==> src/hdl/lgs_row_update.sv <==
module lgs_row_update #(
  parameter int unsigned MAX_COLS = 64
) (
  input  logic [MAX_COLS-1:0] above_i,
  input  logic [MAX_COLS-1:0] cur_i,
  input  logic [MAX_COLS-1:0] below_i,
  input  logic                above_ok_i,
  input  logic                below_ok_i,
  input  logic                row_active_i,
  input  logic [6:0]          cols_i,
  output logic [MAX_COLS-1:0] row_o
);

  logic [MAX_COLS-1:0] col_mask;
  logic [MAX_COLS+1:0] a_pad, c_pad, b_pad;

  // Columns in use; cells beyond them count as dead
  for (genvar c = 0; c < MAX_COLS; c++) begin : g_mask
    assign col_mask[c] = (9'(c) < {2'b00, cols_i});
  end

  assign a_pad = {1'b0, above_i & col_mask & {MAX_COLS{above_ok_i}}, 1'b0};
  assign c_pad = {1'b0, cur_i & col_mask, 1'b0};
  assign b_pad = {1'b0, below_i & col_mask & {MAX_COLS{below_ok_i}}, 1'b0};

  // One B3/S23 lane per column
  for (genvar c = 0; c < MAX_COLS; c++) begin : g_lane
    logic [3:0] n;
    logic       next;
    assign n = 4'(a_pad[c]) + 4'(a_pad[c+1]) + 4'(a_pad[c+2]) +
               4'(c_pad[c]) + 4'(c_pad[c+2]) +
               4'(b_pad[c]) + 4'(b_pad[c+1]) + 4'(b_pad[c+2]);
    assign next = (n == 4'd3) || (cur_i[c] && (n == 4'd2));
    assign row_o[c] = (row_active_i && col_mask[c]) ? next : cur_i[c];
  end

endmodule

==> config.mk <==
export PLATFORM = sky130hd
export DESIGN_NAME = lgs_row_update
export DESIGN_NICKNAME = d
export VERILOG_FILES = /design/src/hdl/lgs_row_update.sv
export SDC_FILE = /design/constraint.sdc
export NUM_CORES = 1
export LEC_CHECK = 0
export ABC_AREA = 1
export BUFFER_PORTS_ARGS = -buffer_cell sky130_fd_sc_hd__buf_2
export CAP_MARGIN = 30
export CORE_UTILIZATION = 64
export DETAILED_ROUTE_END_ITERATION = 6
export PLACE_DENSITY = 0.91
export SYNTH_ARGS = -nofsm -noshare
export SYNTH_HDL_FRONTEND = slang
export SYNTH_SLANG_ARGS = --single-unit
==> constraint.sdc <==
create_clock -name vclk -period 5.9
set_input_delay 0.295 -clock vclk [all_inputs]
set_output_delay 0.295 -clock vclk [all_outputs]
set_load 0.01 [all_outputs]
==> results of run 1 <==
## power groups by stage
stage	clock network [mW]	registers (mW)	logic, mW
after floorplan	0	0	1.44
after global placement	0	0	1.85
after detailed placement	0	0	1.99
after CTS	0	0	2.00
after global routing	0.000000113	0	2.32
final	0.000000159	0	2.01
## placed cells by master (no fill, tap or decap)
master / instances
o21ai_0: 82
inv_2: 2
nor2_4: 2
o21ai_1: 3
o211ai_1: 1
nand2_2: 3
diode_2: 7
nand2_8: 1
nor3_1: 2
nor2_8: 1
nand2_1: 440
nand3_1: 155
a21boi_0: 1
o22ai_1: 1
buf_2: 266
ha_1: 188
nand2_4: 1
fa_1: 252
buf_4: 4
o21a_1: 35
nor2_2: 5
nor2_1: 128
nand3b_1: 14
inv_1: 515
or2_2: 20
a21oi_1: 25
nand4_1: 33
clkinv_1: 1
o21ai_2: 1
## through the flow
step                setup slack [ns]  power, mW   util  area (um^2)
finish                         0.824       2.01  0.730        15400
global route                   0.613       2.32  0.729        15400
CTS                            0.860       2.00  0.729        15400
detailed placement             0.876       1.99  0.729        15400
global placement               0.987       1.85  0.729        15400
floorplan                       1.69       1.44      -        13800
## metal layers
layer,global-route usage,part of all wire
met1,0.428,0.37
met3,0.0572,0.091
met2,0.611,0.48
met5,0,0.00050
met4,0.176,0.054
## area by class of cell
type               count  share of cell area
multi-input cells   1394               0.762
well taps            275              0.0224
repair buffers       270              0.0885
diodes                 7             0.00114
inverters            518               0.126
## worst max-delay path: cells and delay by family
family                   cells  cell delay (ns)
AO/OA/AOI/OAI                2             0.43
adder cells (fa/ha/maj)      5             2.17
buffers and inverters        4             0.65
AND/OR/NAND/NOR              5             1.23
## worst max path at each step
stage | slack [ns] | cells after the start | endpoint | startpoint
floorplan | 1.69 | 16 | row_o[2] | cols_i[4]
global placement | 0.99 | 16 | row_o[11] | cols_i[6]
detailed placement | 0.88 | 16 | row_o[11] | cols_i[6]
CTS | 0.86 | 16 | row_o[11] | cols_i[6]
global route | 0.61 | 16 | row_o[11] | cols_i[6]
finish | 0.82 | 16 | row_o[11] | cols_i[6]
## kinds of logic (layout without fill, tap and decap cells)
| family | Yosys count | count (layout) | synth area share |
|---|---|---|---|
| simple gates | 805 | 805 | 0.252 |
| buf+inv | 540 | 788 | 0.150 |
| compound gates | 149 | 149 | 0.0612 |
| fa+ha+maj | 440 | 440 | 0.537 |
| other cells | 0 | 7 | 0 |
==> metrics, run 1 <==
min-delay src=cur_i[29]; Min Clock Period, post-route=5.08 ns; Seq cells=0; post-synthesis cell area=0.0138 mm^2; post-synth top area share=0.366; port bufs=266; Pint=between 0.8 and 0.9 mW; leakage power=9.82 nW; Finish-stage setup viols=0; # Post-CTS Setup Buffers=0; first-pass GRT wire length=62.8 mm; Worst Setup End Kind=primary output; Non-Filler Instances=between 2000 and 2500; Crit path largest cell delay=0.51 ns; routed wire length=38.3 mm; Startpoint Class=input port; RSZ-0062 raised after global routing=no; cells after synthesis=1934; syn_nets=between 2000 and 3000; Post-CTS Resized=0; Net Sw Frac=0.576; I/O pin total=266; DRT antenna net count=0; Max transition margin=0.529; vias per cell=5.51; core footprint=about 0.021 mm^2; Reg power frac=0; Comb power frac=1.000; switching power=1.16 mW; Worst EP required=5.61 ns; total global-route track usage=0.354; multi-input logic area=0.0117 mm^2; power per cell area=130 mW/mm^2; Post-synth top cells=515 x inv_1, 440 x nand2_1, 252 x fa_1; initial antenna violation count=7; WHS Endpoint=row_o[29]; Hold Crit Class=in -> out; first-pass detailed-route iteration total=5; CP max-delay cell=fa_1; Hold Path Depth=4; Starting Density=0.654; max cap viols=0; HPWL Detailed=33.9 mm; largest net degree at the start of global routing=27; Synth area leaders=fa_1 37%, ha_1 17%, inv_1 14%, nand2_1 12%, nand3_1 5.6%; crit path max fanout=17; sequential cell area=0 um^2; VDD IR max=0.0000835 V; fin. max-slew vios=0; vias in the first global route=13981; cell with the most instances after synthesis=inv_1; Hold Buf Count CTS=0; achievable clock frequency=197 MHz; transition time of the tightest slew-check pin=0.705 ns; placer congestion estimate=1.01; most frequent CP cell=fa_1; Via Count=13586; Layout Nets=around 2800; Arr. time, crit path=4.78 ns; Chip Height=~150 um; share of cells above drive strength 1=0.140; die span in x=149 um; grt total ovfl=0; hold_ws=0.908 ns; area delta synth->final=11.6%; cells along the critical path=buf_2 > inv_2 > nand2_4 > nor2_2 > nand2_1 > nand3_1 > fa_1 > fa_1 > inv_1 > fa_1 > ha_1 > fa_1 > o21a_1 > nand3_1 > o21ai_0 > buf_2; drt drc=0; TNS Setup=0 ns; Clk pwr share=0; cell taking the most area after synthesis=fa_1; Syn. warnings=0; Cells after DPL=2457; library cells used by synthesis=32; Mean Syn Cell Area=7.13 um^2; final hold vios=0; WL per Instance=approximately 16 um; Seq/Total Area, Yosys=0; crit share post-route=0.860; Fillers=1696; kind of critical path=in -> out; die area=0.0221 mm^2; row cnt=53; Initial DRC Count=837; outcome=finished clean; clkbuf count=0
Power figures use the tool's default switching activity.
==> inputs of run 2 (changes only) <==
Settings changed: CORE_UTILIZATION 64 to 50, PLACE_DENSITY 0.91 to 0.73.
==> run 2 against run 1 <==
Cell count grew 2.9%. First-iteration DRC count shrank 11%. Global-route usage shrank 7.2 points. Fmax shrank 1.6%. Largest cell class unchanged.
==> metrics, run 2 (synthesis results as in run 1) <==
total global-route track usage=0.282 (-0.0719); core footprint=0.0270 mm^2 (+28%); Hold Path Depth=4 (unchanged); CP max-delay cell=fa_1; drt drc=0 (unchanged); power per cell area=127 mW/mm^2 (-2.2%); largest net degree at the start of global routing=25 (-7.4%); Seq cells=0 (unchanged); VDD IR max=0.0000745 V (-11%); port bufs=266 (unchanged); I/O pin total=266 (unchanged); grt total ovfl=0 (unchanged); Starting Density=0.510 (-0.144); crit path max fanout=9 (-8); RSZ-0062 raised after global routing=no; Crit path largest cell delay=0.49 ns (-0.02 ns); first-pass GRT wire length=64.1 mm (+2.0%); crit share post-route=0.874 (+0.0140); most frequent CP cell=nand2_1; outcome=finished clean; first-pass detailed-route iteration total=7 (+2); HPWL Detailed=34.3 mm (+1.0%); WL per Instance=15.2 um (-2.1%); clkbuf count=0 (unchanged); Via Count=13207 (-2.8%); routed wire length=38.6 mm (+0.77%); cells along the critical path=buf_2 > inv_1 > nand2_1 > nand2_1 > nand2_1 > nand2_1 > nor2_1 > inv_1 > fa_1 > fa_1 > inv_1 > fa_1 > ha_1 > fa_1 > o21ai_0 > nor2_1 > nand2_1 > o21ai_0 > buf_2; final core area utilization=0.573 (-0.157); leading cell types in the layout, fill and taps excluded=515 x inv_1, 440 x nand2_1, 266 x buf_2; Initial DRC Count=742 (-11%); fin. max-slew vios=0 (unchanged); Min Clock Period, post-route=5.16 ns (+0.0828 ns); max cap viols=0 (unchanged); Hold Buf Count CTS=0 (unchanged); Max transition margin=0.550 (+0.0204); DRT antenna net count=0 (unchanged); area delta synth->final=12.3%; final hold vios=0 (unchanged); die area=0.0282 mm^2 (+28%); Worst Setup End Kind=primary output; die span in x=168 um (+13%); row cnt=60 (+13%); achievable clock frequency=194 MHz (-1.6%); Chip Height=168 um (+13%); TNS Setup=0 ns (unchanged); vias per cell=5.21 (-5.5%); Post-CTS Resized=0 (unchanged); leakage power=9.82 nW (about the same); Layout Nets=2826 (unchanged); Arr. time, crit path=4.86 ns (+0.08 ns); # Post-CTS Setup Buffers=0 (unchanged); initial antenna violation count=14 (+7); vias in the first global route=13552 (-3.1%); Startpoint Class=input port; placer congestion estimate=0.966 (-4.3%); share of cells above drive strength 1=0.140 (unchanged); kind of critical path=in -> out; Hold Crit Class=in -> out; commonest non-fill, non-tap cell in the layout=inv_1; Finish-stage setup viols=0 (unchanged); transition time of the tightest slew-check pin=0.675 ns (-0.0306 ns); sequential cell area=0 um^2 (unchanged); Worst EP required=5.61 ns (about the same)
-- run 2: changes by cell type in the layout (fill, tap and decap cells not counted) --
cell	before	now
diode_2	7	12
-- run 2: worst paths after layout --
kind	endpoint	start	slack, ns
worst max-delay path	row_o[42]	cols_i[2]	0.74
worst min-delay path	row_o[31]	cur_i[31]	0.91
-- run 2: layout make-up --
type	count	area (um^2)
tap	341	427
inverter	518	1940
fill	2643	11500
antenna	12	30.0
timing repair buffer	270	1360
multi-input combinational	1394	11700
-- run 2: metrics by stage --
| stage | hold WS [ns] | area [um^2] | total power, mW | cells | setup slack [ns] |
|---|---|---|---|---|---|
| floorplan | 0.712 | 13800 | 1.44 | 1934 | 1.69 |
| global placement | 0.908 | 15500 | 1.88 | 2523 | 0.855 |
| detailed placement | 0.907 | 15500 | 1.97 | 2523 | 0.801 |
| CTS | 0.910 | 15500 | 1.98 | 2523 | 0.788 |
| global route | 0.939 | 15500 | 2.31 | 2533 | 0.489 |
| finish | 0.912 | 15500 | 1.97 | 2535 | 0.741 |
-- run 2: worst max-delay path, delay by kind of cell --
kind	cells	cell delay, ns
adders and majority gates	5	2.15
and+or+nand+nor	7	1.14
buffers and inverters	5	0.91
AOI/OAI and AO/OA	2	0.36
-- run 2: power breakdown --
group            total, mW  switching (mW)  internal [mW]
sequential               0               0              0
clock          0.000000273               0    0.000000273
combinational         1.97            1.13          0.839
total                 1.97            1.13          0.839
-- run 2: per-layer routing --
layer | global-route usage | routed length (um) | vias to the layer above
met3 | 0.0266 | 2430 | 84
met2 | 0.490 | 18300 | 449
met5 | 0 | 13 | -
met1 | 0.369 | 16600 | 6277
met4 | 0.0917 | 1320 | 2
li1 | - | - | 6395
==> inputs of run 3 (changes only) <==
Settings changed: CORE_UTILIZATION 50 to 40, PLACE_DENSITY 0.73 to not set.
==> run 3 against run 2 <==
First-iteration DRC count fell by 21%. Fmax fell by 0.17%. Non-clock buffer count rose by 1. Combinational power barely moved. Hold slack got worse by 0.00083 ns. Critical path type unchanged. Largest power group unchanged.
==> metrics, run 3 (synthesis results as in run 1) <==
outcome=finished clean; Tot Pwr=1.96 mW (-0.89%); TNS Setup=0 ns (unchanged); Worst EP required=5.61 ns (about the same); achievable clock frequency=194 MHz (-0.17%); Setup crit start=cols_i[2]; row cnt=67 (+12%); WL per Instance=15.0 um (-1.7%); sequential cell area=0 um^2 (unchanged); vias per cell=4.86 (-6.7%); area of placed instances=0.0156 mm^2 (+0.92%); transition time of the tightest slew-check pin=0.703 ns (+0.0286 ns); share of cells above drive strength 1=0.141 (+0.000394); kind of critical path=in -> out; HPWL Detailed=35.3 mm (+3.1%); Crit path max-delay family=adder cells; WP buf/inv=5 (unchanged); grt total ovfl=0 (unchanged); min-delay src=cur_i[29]; I/O pin total=266 (unchanged); post-route design area=0.0156 mm^2 (+1.0%); Worst Setup End Kind=primary output; leakage power=9.83 nW (about the same); most frequent CP cell=nand2_1; Via Count=12871 (-2.5%); Crit path largest cell delay=0.49 ns (about the same); first-pass detailed-route iteration total=5 (-2); Seq cells=0 (unchanged); Startpoint Class=input port; Layout Nets=2827 (+0.035%); placer congestion estimate=0.898 (-7.1%); CP max-delay cell=fa_1; Initial DRC Count=585 (-21%); Hold Crit Class=in -> out; routed wire length=39.7 mm (+2.8%); Min Clock Period, post-route=5.17 ns (+0.00858 ns); die span in x=188 um (+12%); port bufs=266 (unchanged); RSZ-0062 raised after global routing=no; DRT antenna net count=0 (unchanged); Post-CTS Resized=0 (unchanged); max cap viols=0 (unchanged); Chip Height=188 um (+12%); # Post-CTS Setup Buffers=0 (unchanged); core footprint=0.0337 mm^2 (+25%); commonest non-fill, non-tap cell in the layout=inv_1; WHS Endpoint=row_o[29]; total global-route track usage=0.228 (-0.0531); Hold Buf Count CTS=0 (unchanged); cells along the critical path=buf_2 > inv_1 > nand2_1 > nand2_1 > nand2_1 > nand2_1 > inv_1 > nand3_1 > fa_1 > fa_1 > inv_1 > fa_1 > ha_1 > fa_1 > or2_2 > nand2_1 > nand2_1 > o21ai_1 > buf_2; Max transition margin=0.529 (-0.0203); multi-input logic area=0.0117 mm^2 (unchanged); first-pass GRT wire length=64.7 mm (+0.99%); Starting Density=0.409 (-0.101); Hold Path Depth=4 (unchanged); largest net degree at the start of global routing=25 (unchanged); Fillers=3595 (+36%); final worst slack=0.732 ns (-0.00858 ns); area delta synth->final=13.5%; power per cell area=125 mW/mm^2 (-1.9%); drt drc=0 (unchanged); leading cell types in the layout, fill and taps excluded=515 x inv_1, 440 x nand2_1, 266 x buf_2; initial antenna violation count=23 (+9); vias in the first global route=13135 (-3.1%); post-place setup slack=0.732 ns (-0.0686 ns); crit path max fanout=9 (unchanged); crit share post-route=0.876 (+0.00145); die area=0.0352 mm^2 (+25%); Arr. time, crit path=4.87 ns (about the same); Finish-stage setup viols=0 (unchanged); clkbuf count=0 (unchanged); hold_ws=0.911 ns (-0.000829 ns); final hold vios=0 (unchanged); VDD IR max=0.0000667 V (-10%); fin. max-slew vios=0 (unchanged)
[run 3: cell count changes in the layout (fill, tap and decap cells not counted), sizes merged]
cell | previous run | this run
buf | 270 | 271
diode | 12 | 18
[run 3: stage by stage]
step / utilization / instances
after floorplan: - / 1934
after global placement: 0.463 / 2631
after detailed placement: 0.463 / 2631
after CTS: 0.463 / 2631
after global routing: 0.464 / 2644
final: 0.464 / 2649
[run 3: area by class of cell]
type,instances,area share
inverters,518,0.124
well taps,448,0.0358
multi-input cells,1394,0.749
diodes,18,0.00288
repair buffers,271,0.0875
[run 3: metal layers]
metal | track usage | wire [um]
met5 | 0 | 90
met4 | 0.0700 | 1250
met3 | 0.0384 | 2540
met2 | 0.386 | 18500
met1 | 0.298 | 17300
[run 3: tightest hold or removal path, delay by kind of cell]
| kind | cells | cell delay, ns |
|---|---|---|
| buf+inv | 2 | 0.22 |
| simple gates | 2 | 0.10 |
[run 3: worst max-delay path by stage]
| stage | to | depth (start not counted) |
|---|---|---|
| floorplan | row_o[2] | 16 |
| global placement | row_o[26] | 19 |
| detailed placement | row_o[26] | 19 |
| CTS | row_o[26] | 19 |
| global route | row_o[18] | 19 |
| finish | row_o[26] | 19 |
[run 3: power by group]
part / total (mW) / leakage (nW) / internal, mW / switching (mW)
combinational: 1.96 / 9.83 / 0.834 / 1.12
sequential: 0 / 0 / 0 / 0
clock: 0.000000409 / 0.000114 / 0.000000408 / 0
total: 1.96 / 9.83 / 0.834 / 1.12
