===== src/hdl/lgs_pkg.sv =====
package lgs_pkg;

  // Width of the row and column fields that travel to every row cell
  localparam int unsigned IDX_W = 8;

  // Input opcodes
  typedef enum logic [1:0] {
    OP_WRITE = 2'd0,
    OP_STEP  = 2'd1,
    OP_READ  = 2'd2
  } opcode_e;

  // Control word broadcast from the sequencer to all row cells
  typedef struct packed {
    logic             shift;  // rotate rows one place toward cell 0
    logic             wr;     // write one cell, already clipped to the grid in use
    logic             rd;     // read one cell, already clipped to the grid in use
    logic [IDX_W-1:0] row;
    logic [IDX_W-1:0] col;
    logic             val;
  } cell_ctrl_t;

endpackage


===== src/hdl/lgs_row_cell.sv =====
module lgs_row_cell #(
  parameter int unsigned MAX_COLS = 64,
  parameter int unsigned ROW_IDX  = 0
) (
  input  logic                  clk_i,
  input  logic                  rst_ni,
  input  lgs_pkg::cell_ctrl_t   ctrl_i,
  input  logic [MAX_COLS-1:0]   shift_row_i,
  output logic [MAX_COLS-1:0]   row_o,
  output logic                  rd_bit_o
);

  localparam int unsigned CIDX_W = $clog2(MAX_COLS);

  logic [MAX_COLS-1:0] row_d, row_q;
  logic [CIDX_W-1:0]   col_idx;
  logic                row_hit;

  assign col_idx = ctrl_i.col[CIDX_W-1:0];
  assign row_hit = (ctrl_i.row == lgs_pkg::IDX_W'(ROW_IDX));

  // Rotate during a generation, else single-cell write
  always_comb begin
    row_d = row_q;
    if (ctrl_i.shift) begin
      row_d = shift_row_i;
    end else if (ctrl_i.wr && row_hit) begin
      row_d[col_idx] = ctrl_i.val;
    end
  end

  always_ff @(posedge clk_i or negedge rst_ni) begin
    if (!rst_ni) begin
      row_q <= '0;
    end else begin
      row_q <= row_d;
    end
  end

  assign row_o    = row_q;
  assign rd_bit_o = ctrl_i.rd & row_hit & row_q[col_idx];

endmodule


===== config.mk =====
export PLATFORM = sky130hd
export DESIGN_NAME = lgs_row_cell
export DESIGN_NICKNAME = d
export VERILOG_FILES = /design/src/hdl/lgs_pkg.sv /design/src/hdl/lgs_row_cell.sv
export SDC_FILE = /design/constraint.sdc
export NUM_CORES = 1
export LEC_CHECK = 0
export ABC_CLOCK_PERIOD_IN_PS = 1720
export BUFFER_PORTS_ARGS = -buffer_cell sky130_fd_sc_hd__buf_2
export CORE_MARGIN = 1
export CORE_UTILIZATION = 40
export CTS_CLUSTER_DIAMETER = 200
export DETAILED_ROUTE_END_ITERATION = 6
export HOLD_SLACK_MARGIN = 0.15
export PLACE_DENSITY_LB_ADDON = 0.08
export SLEW_MARGIN = 30
export SYNTH_ARGS = -nofsm -noshare
export SYNTH_HDL_FRONTEND = slang
export SYNTH_SLANG_ARGS = --single-unit

===== constraint.sdc =====
create_clock -name clk_i -period 1.72 [get_ports clk_i]
set_input_delay 0.172 -clock clk_i [delete_from_list [all_inputs] [get_ports clk_i]]
set_output_delay 0.172 -clock clk_i [all_outputs]
set_load 0.01 [all_outputs]

==> results of run 1 <==
[path summary, 6_finish.rpt]
path | from | to | cells after the start
setup / recovery | row_o[34] | rd_bit_o | 6
hold / removal | rst_ni | row_o[31] | 3
setup reg to reg | row_o[43] | row_o[43] | 3
hold reg to reg | row_o[4] | row_o[4] | 2
max in group asynchronous | rst_ni | row_o[25] | 3
min in group clk_i | ctrl_i[19] | row_o[56] | 4
[power by group]
part	total [mW]	internal (mW)	switching, mW	leakage, nW
clock	1.96	1.28	0.685	0.159
sequential	1.76	1.64	0.117	0.779
combinational	1.12	0.562	0.562	1.83
[per-stage QoR]
stage,total power [mW],util (%)
after global routing,5.074,61.20
after detailed placement,2.792,52.24
after floorplan,2.266,-
after global placement,2.780,52.24
final,4.848,61.20
after CTS,4.872,61.20
[kinds of logic after synthesis]
kind of cell	count (synthesis)	share of synthesized area, %
AND/OR/NAND/NOR	173	26.66
multiplexers	82	20.15
buffers and inverters	50	6.707
flip-flops	64	35.48
AO/OA/AOI/OAI	88	11.00
[timing repair]
action,4_1_cts,5_1_grt
hold buffers,65,0
hold endpoints to repair,128,0
resized for setup,2,0
endpoints found under the setup margin,1,1
[cells in the final DEF, fill, tap and decap left out, types with 4 or more instances in the layout]
cell type / Yosys / routed
buf_12: 0 / 7
clkbuf_16: 0 / 9
buf_2: 17 / 147
nand2b_1: 9 / 9
a21oi_1: 5 / 4
o21ai_1: 64 / 64
mux4_2: 7 / 7
mux2i_1: 74 / 74
dlygate4sd3_1: 0 / 65
clkbuf_8: 0 / 4
nor3_2: 61 / 61
buf_4: 7 / 59
dfrtp_1: 64 / 64
nand2_1: 74 / 74
[worst max-delay path, cell delays in order (launching register included)]
cell and delay, ns:
dfrtp_1 0.38, mux4_2 0.47, nand3b_1 0.10, o211ai_1 0.09, nor4_2 0.19, a41oi_1 0.20
buf_2 0.19
[layer usage]
layer  part of all wire [%]  up-vias
li1                       -     2120
met5                      0        -
met2                     48      119
met4                   0.72        0
met1                     47     2023
met3                    4.5        9
[layout make-up]
class / instances / area, µm² / area share [%]
repair buffers: 278 / 1969 / 29.43
inverters: 2 / 7.507 / 0.1122
multi-input cells: 343 / 2620 / 39.15
flip-flops and latches: 64 / 1602 / 23.93
clock buffers: 14 / 284.0 / 4.244
clock inverters: 2 / 35.03 / 0.5235
well taps: 140 / 175.2 / 2.617
==> results.yml, run 1 <==
status:
  status: "complete, but fails checks"
  violations: "negative setup slack"
timing:
  setup-tns-final_ns: -0.4098
  tightest_slew_ns: 0.5392
  unrepaired_setup_endpoints_after_global_routing: "yes"
  final_hold_viol_count: 0
  finalWorstPathRequiredPeriod_ns: 2.130
  crit_share_post_route_pct: 123.8
  clock.fmax_ghz: 0.4695
  max-slew-margin-rel_pct: 64.06
  finClkSkew_ns: 0
  worst_case_setup_margin_in_the_final_layout_ns: -0.4098
  setup_violations: 1
  fin_worst_hold_slack_ns: 0.3675
  timing_max_transition_violations_final: 0
critical_path:
  worst-endpoint-arrival_ns: 1.96
  crit_path_max_fanout: 2
  setup.worst_path.end_class: "output pin"
  startpoint_type: "flip-flop"
  critPathKind: "reg2out"
  required_ns: 1.55
  regToRegSetupSlack_ns: 0.83
routing:
  route.vias.total: 4271
  total_routed_length_mm: 14.12
  drt_pass1_iterations: 4
  drt_first_iter_violations: 254
  final_antenna_net_count: 0
  drt_drc_violations_left: 0
  detail_routed_via_count_per_cell: 5.066
  routedWlPerCell_um: 16.75
clock_network:
  clock_latency_ns: 0.33
  postCtsSetupBuffers: 0
  cts_num_sinks: 64
  root_buffer: "clkbuf_16"
  worst_setup_hold_path_clk_slew_ns: 0.06
  cts-htree-levels: 3
  cts_buf_count: 9
  clock_path_buffers: 2
  tritoncts_clock_tree: "yes"
logic_synthesis:
  ys.flop_type: "dfrtp_1"
  synthesis.area_per_instance_um2: 9.878
  synthesized_instance_count: 457
  synthesis.yosys.warnings: 0
  synth_top_cells_by_area: "dfrtp_1, mux2i_1, nor3_2"
  syn-cell-area_um2: 4514
  synth.net_count: 543
  ff_latch_count_synth: 64
  synthTopCellsByCount: "mux2i_1, nand2_1, dfrtp_1, o21ai_1, nor3_2"
  yosysTopAreaCell: "dfrtp_1"
  synth_seq_area_share_pct: 35.48
  synth_top_cell_area_share_pct: 35.48
  fraction_of_synthesis_flops_using_an_asynchronous_set_or_reset_pin_pct: 100.0
  yosysUniqueCellTypes: 45
  synth_edf_count: 0
global_route:
  grt-busiest-layer: "met2"
  grt.met2_usage_pct: 41.86
  global_route.usage.met1_pct: 34.08
  grt_pass1_vias: 4348
  grt_max_degree: 129
  initial_antenna_violation_count: 0
  grt_use_met3_pct: 3.978
  grt.total_usage_pct: 25.06
  grt_first_pass_wirelength_mm: 22.42
  gr-total-overflow: 0
layout:
  post-route-cell-area_um2: 6693
  post_route_cells_drive_above_1_share_pct: 43.95
  num_antenna_cells: 0
  flip_flop_count_of_the_largest_register_all_copies_and_words_added: 64
  nNetsFinal: 784
  syn2layout_area_growth_pct: 48.25
  post_layout_nonfiller_instances: 843
  final.fill_count: 972
die:
  die_w_um: 108.2
  area_of_the_core_um2: 10940
  floorplan.initialDensity_pct: 41.28
  top_level_ports: 151
  core.rowCount: 38
  die_area_um2: 11710
  die_h_um: 108.2
pwr:
  irDropWorstVdd_v: 0.0006914
  powerDensity_nw_per_um2: 724.3
  cellLeakagePower_nw: 2.773
placed_design:
  total_placed_instance_area_um2: 5713
  dp_hpwl_mm: 9.556
  placed_cells: 762
  gp_routability_congestion: 0.8020
  place.port_buffers: 148
  placement.setup.worst_slack_ns: -0.2574
job:
  cap_viol_max_count: 0
hold_path:
  hold_path.class: "in2async"
No activity file was read; power rests on OpenSTA's default activity.
==> run 2: changes to the inputs <==
--- a/config.mk
+++ b/config.mk
@@ -9,6 +9,7 @@
 export BUFFER_PORTS_ARGS = -buffer_cell sky130_fd_sc_hd__buf_2
 export CORE_MARGIN = 1
 export CORE_UTILIZATION = 40
+export CTS_BUF_LIST = sky130_fd_sc_hd__clkbuf_16
 export CTS_CLUSTER_DIAMETER = 200
 export DETAILED_ROUTE_END_ITERATION = 6
 export HOLD_SLACK_MARGIN = 0.15
==> run 2 against run 1 <==
The run still ends with negative setup slack left. Largest cell class unchanged. Sequential share of layout area is 0.14 points higher. Via count grew 0.59%. Utilization is 0.37 points lower. Highest routed layer unchanged. First-iteration DRC count decreased by 11%. Clock-buffer cell count is 5 lower. Non-clock buffer count stayed put. Register-to-register slack about the same. Global-route usage unchanged.
==> results.yml, run 2 (same netlist as run 1, synthesis figures left out) <==
timing:
  finClkSkew_ns: 0
  finalWorstPathRequiredPeriod_ns: 2.115
  setup_violations: 1
  unrepaired_setup_endpoints_after_global_routing: "yes"
  final_hold_viol_count: 0
  tightest_slew_ns: 0.5536
  max-slew-margin-rel_pct: 63.10
  worst_case_setup_margin_in_the_final_layout_ns: -0.3949
  crit_share_post_route_pct: 123.0
  setup-tns-final_ns: -0.3949
  clock.fmax_ghz: 0.4728
  timing_max_transition_violations_final: 0
  fin_worst_hold_slack_ns: 0.3652
layout:
  fin_util_pct: 60.84
  flip_flop_count_of_the_largest_register_all_copies_and_words_added: 64
  layout.cells.most_common: "buf_2"
  num_antenna_cells: 0
  layout_common_cells: "buf_2, nand2_1, mux2i_1, dlygate4sd3_1"
  post_route_cells_drive_above_1_share_pct: 43.39
  nNetsFinal: 784
  area_occupied_by_multi_input_gates_um2: 2620
  syn2layout_area_growth_pct: 47.37
  seqCellArea_um2: 1602
  final.fill_count: 984
critical_path:
  crit_path_max_fanout: 2
  setup.worst_path.start: "row_o[34]"
  critPathKind: "reg2out"
  worst_setup_path_endpoint: "rd_bit_o"
  r2r_end: "row_o[43]"
  startpoint_type: "flip-flop"
  setup.worst_path.end_class: "output pin"
  regToRegSetupSlack_ns: 0.83
  r2r.worst_path.cells: 3
  required_ns: 1.55
  worst-endpoint-arrival_ns: 1.94
  crit-reg2reg-launch: "row_o[43]"
routing:
  route.vias.total: 4296
  drt_pass1_iterations: 4
  drt_first_iter_violations: 227
  total_routed_length_mm: 14.11
  routedWlPerCell_um: 16.74
  final_antenna_net_count: 0
  detail_routed_via_count_per_cell: 5.096
  drt_drc_violations_left: 0
status:
  status: "complete, but fails checks"
  violations: "negative setup slack"
pwr:
  cellLeakagePower_nw: 2.755
  power.combinational.fraction_pct: 24.2
  p_switching_mw: 1.343
  irDropWorstVdd_v: 0.0006793
  clock_group_share_of_total_power_pct: 37.9
  power_report.internal_total_mw: 3.297
  p_sw_share_pct: 28.95
  share_seq_of_total_power_pct: 37.9
  powerDensity_nw_per_um2: 697.6
clock_network:
  postCtsSetupBuffers: 0
  root_buffer: "clkbuf_16"
  clock_path_buffers: 2
  clock_latency_ns: 0.32
  cts-htree-levels: 3
  worst_setup_hold_path_clk_slew_ns: 0.06
  cts_num_sinks: 64
  tritoncts_clock_tree: "yes"
  cts_buf_count: 9
die:
  area_of_the_core_um2: 10940
  floorplan.initialDensity_pct: 41.28
  die_area_um2: 11710
  core.rowCount: 38
  top_level_ports: 151
  die_h_um: 108.2
  die_w_um: 108.2
global_route:
  grt_pass1_vias: 4356
  grt_first_pass_wirelength_mm: 22.45
  gr-total-overflow: 0
  grt_max_degree: 129
  initial_antenna_violation_count: 0
  grt.total_usage_pct: 25.06
job:
  cap_viol_max_count: 0
placed_design:
  place.port_buffers: 148
  gp_routability_congestion: 0.8020
  dp_hpwl_mm: 9.556
hold_path:
  hold_path.class: "in2async"
run 2: worst min-delay path by stage:
stage,start,endpoint,slack (ns),cells after the start
2_1_floorplan,rst_ni,row_o[0],-0.12,0
3_3_place_gp,rst_ni,row_o[29],0.22,2
3_5_place_dp,rst_ni,row_o[29],0.22,2
4_1_cts,ctrl_i[19],row_o[59],0.41,4
5_1_grt,ctrl_i[19],row_o[4],0.43,4
6_report,rst_ni,row_o[29],0.37,3
run 2: critical path: stages (launching register included):
cell      delay, ns
dfrtp_1        0.38
mux4_2         0.47
nand3b_1       0.10
o211ai_1       0.10
nor4_2         0.19
a41oi_1        0.20
buf_2          0.19
run 2: layout make-up:
cell class,instances,area share (%)
flip-flops and latches,64,24.07
repair buffers,278,29.60
clock buffers,9,3.385
multi-input cells,343,39.38
inverters,2,0.1128
well taps,140,2.633
clock inverters,7,0.8087
run 2: what timing repair did:
item / CTS / global route
gates resized for setup: 2 / 0
hold buffers: 65 / 0
hold endpoints to repair: 128 / 0
endpoints found under the setup margin: 1 / 1
run 2: through the flow:
step	std cells	power, mW	setup WS [ns]	area (µm²)
6_report	843	4.641	-0.3949	6653
5_1_grt	843	4.877	-0.5526	6653
4_1_cts	843	4.678	-0.4344	6653
3_5_place_dp	762	2.792	-0.2574	5713
3_3_place_gp	762	2.780	-0.2171	5713
2_1_floorplan	457	2.266	0.1390	4514
run 2: power by group through the flow:
stage / clock, mW / sequential [mW] / combinational [mW]
2_1_floorplan: 0 / 1.82 / 0.446
3_3_place_gp: 0 / 1.79 / 0.994
3_5_place_dp: 0 / 1.78 / 1.01
4_1_cts: 1.79 / 1.76 / 1.13
5_1_grt: 1.87 / 1.77 / 1.24
6_report: 1.76 / 1.76 / 1.13
run 2: metal layers:
layer / wire [µm] / GRT usage, %
met1: 6640 / 34.08
met2: 6802 / 41.99
met3: 555 / 3.797
met4: 112 / 5.382
met5: 0 / 0
==> run 3: changes to the inputs <==
--- a/config.mk
+++ b/config.mk
@@ -5,12 +5,13 @@
 export SDC_FILE = /design/constraint.sdc
 export NUM_CORES = 1
 export LEC_CHECK = 0
-export ABC_CLOCK_PERIOD_IN_PS = 1720
+export ABC_CLOCK_PERIOD_IN_PS = 1700
 export BUFFER_PORTS_ARGS = -buffer_cell sky130_fd_sc_hd__buf_2
 export CORE_MARGIN = 1
 export CORE_UTILIZATION = 40
 export CTS_BUF_LIST = sky130_fd_sc_hd__clkbuf_16
 export CTS_CLUSTER_DIAMETER = 200
+export CTS_CLUSTER_SIZE = 12
 export DETAILED_ROUTE_END_ITERATION = 6
 export HOLD_SLACK_MARGIN = 0.15
 export PLACE_DENSITY_LB_ADDON = 0.08
==> constraint.sdc (replaced) <==
create_clock -name clk_i -period 1.7 [get_ports clk_i]
set_input_delay 0.17 -clock clk_i [delete_from_list [all_inputs] [get_ports clk_i]]
set_output_delay 0.17 -clock clk_i [all_outputs]
set_load 0.01 [all_outputs]
==> run 3 against run 2 <==
The run still ends with negative setup slack left. Sequential share of layout area about the same. Wire length up 1.1%. Cell count up 0.12%. First-iteration DRC count up 15%. Clock-buffer cell count unchanged. Power up 1.5%. Global-route usage up 0.31 points. Register-to-register slack worse by 0.02 ns. Sequential cell count unchanged. Combinational power about the same. Critical path depth unchanged. Critical path type unchanged. Largest cell class unchanged. Highest routed layer unchanged.
==> results.yml, run 3 (same netlist as run 1, synthesis figures left out) <==
layout:
  layout_common_cells: "buf_2, nand2_1, mux2i_1, dlygate4sd3_1"
  layout.cells.most_common: "buf_2"
  flip_flop_count_of_the_largest_register_all_copies_and_words_added: 64
  fin_util_pct: 60.94
  syn2layout_area_growth_pct: 47.62
  post_route_cells_drive_above_1_share_pct: 43.67
  final.fill_count: 990
  nNetsFinal: 784
die:
  die_w_um: 108.2
  top_level_ports: 151
  area_of_the_core_um2: 10940
  core.rowCount: 38
  die_h_um: 108.2
  floorplan.initialDensity_pct: 41.28
  die_area_um2: 11710
routing:
  final_antenna_net_count: 0
  total_routed_length_mm: 14.27
  route.vias.total: 4274
  drt_drc_violations_left: 0
  drt_first_iter_violations: 260
  met3_length_um: 585
  route.top_layer_used: "met4"
  detail_routed_via_count_per_cell: 5.064
  drt_pass1_iterations: 5
  met1_length_mm: 6.674
  wl_met2_mm: 6.772
  routedWlPerCell_um: 16.91
clock_network:
  clock_path_buffers: 2
  cts_num_sinks: 64
  cts-htree-levels: 3
  cts_buf_count: 9
  postCtsSetupBuffers: 0
  tritoncts_clock_tree: "yes"
  worst_setup_hold_path_clk_slew_ns: 0.05
  root_buffer: "clkbuf_16"
  clock_latency_ns: 0.34
critical_path:
  critPathKind: "reg2out"
  r2r.worst_path.cells: 3
  setup.worst_path.end_class: "output pin"
  regToRegSetupSlack_ns: 0.81
  crit_path_max_fanout: 2
  r2r_end: "row_o[40]"
  startpoint_type: "flip-flop"
  required_ns: 1.53
  crit-reg2reg-launch: "row_o[40]"
  worst-endpoint-arrival_ns: 2.01
  setup.worst_path.start: "row_o[38]"
status:
  violations: "negative setup slack"
  status: "complete, but fails checks"
timing:
  finClkSkew_ns: 0
  unrepaired_setup_endpoints_after_global_routing: "yes"
  timing_max_transition_violations_final: 0
  worst_case_setup_margin_in_the_final_layout_ns: -0.4772
  max-slew-margin-rel_pct: 65.40
  finalWorstPathRequiredPeriod_ns: 2.177
  setup_violations: 1
  setup-tns-final_ns: -0.4772
  tightest_slew_ns: 0.5190
  fin_worst_hold_slack_ns: 0.3589
  clock.fmax_ghz: 0.4593
  crit_share_post_route_pct: 128.1
  final_hold_viol_count: 0
global_route:
  gr-total-overflow: 0
  grt.total_usage_pct: 25.37
  grt_first_pass_wirelength_mm: 22.54
  initial_antenna_violation_count: 1
  grt_max_degree: 129
  grt_pass1_vias: 4311
placed_design:
  gp_routability_congestion: 0.8087
  place.port_buffers: 148
  dp_hpwl_mm: 9.647
  placement.setup.worst_slack_ns: -0.2344
pwr:
  irDropWorstVdd_v: 0.0003781
  cellLeakagePower_nw: 2.762
  powerDensity_nw_per_um2: 707.2
job:
  cap_viol_max_count: 0
hold_path:
  hold_path.class: "in2async"
-- run 3: cell types whose count changed in the layout (fill, tap and decap cells not counted) --
| cell | previous run | this run |
|---|---|---|
| clkinv_1 | 4 | 2 |
| inv_1 | 3 | 4 |
| a41oi_1 | 1 | 0 |
| diode_2 | 0 | 1 |
| clkinv_2 | 1 | 2 |
| a41oi_2 | 0 | 1 |
-- run 3: worst max path at each step --
| stage | endpoint | slack (ns) | cells past startpoint |
|---|---|---|---|
| CTS | rd_bit_o | -0.47 | 6 |
| floorplan | rd_bit_o | 0.12 | 7 |
| finish | rd_bit_o | -0.48 | 6 |
| detailed placement | rd_bit_o | -0.23 | 8 |
| global route | rd_bit_o | -0.54 | 6 |
| global placement | rd_bit_o | -0.22 | 8 |
-- run 3: report_power, final --
group	leakage, nW	switching (mW)	internal [mW]
Clock	0.147	0.678	1.11
Combinational	1.84	0.572	0.573
Sequential	0.779	0.122	1.66
Total	2.76	1.37	3.34
-- run 3: what timing repair did --
item / CTS / global route
gates resized for setup: 2 / 1
pin swaps: 0 / 0
hold buffers: 65 / 0
endpoints found under the hold margin: 128 / 0
setup endpoints to repair: 1 / 1
-- run 3: stage by stage --
stage / std cells / power, mW / area, µm²
final: 844 / 4.713 / 6664
after global routing: 844 / 4.935 / 6664
after CTS: 843 / 4.750 / 6654
after detailed placement: 762 / 2.834 / 5713
after global placement: 762 / 2.819 / 5713
after floorplan: 457 / 2.293 / 4514
-- run 3: layer usage --
layer / vias up / global-route usage, %
met4: 0 / 10.27
met2: 124 / 39.99
met1: 2019 / 34.99
met3: 15 / 3.436
met5: - / 0
li1: 2116 / -
-- run 3: final cells by class --
cell class | count | area [µm²] | area share, %
Clock buffer | 9 | 225.2 | 3.380
Timing Repair Buffer | 278 | 1969 | 29.55
Inverter | 2 | 7.507 | 0.1127
Sequential cell | 64 | 1602 | 24.03
Multi-Input combinational cell | 343 | 2628 | 39.43
Clock inverter | 7 | 55.05 | 0.8261
Antenna cell | 1 | 2.502 | 0.03755
Tap cell | 140 | 175.2 | 2.629
-- run 3: worst max-delay path, cell delays in order (launching register included) --
cell and delay [ns]:
dfrtp_1 0.38, mux4_2 0.50, nand3b_1 0.10, o211ai_1 0.10, nor4_2 0.25, a41oi_2 0.17
buf_2 0.17
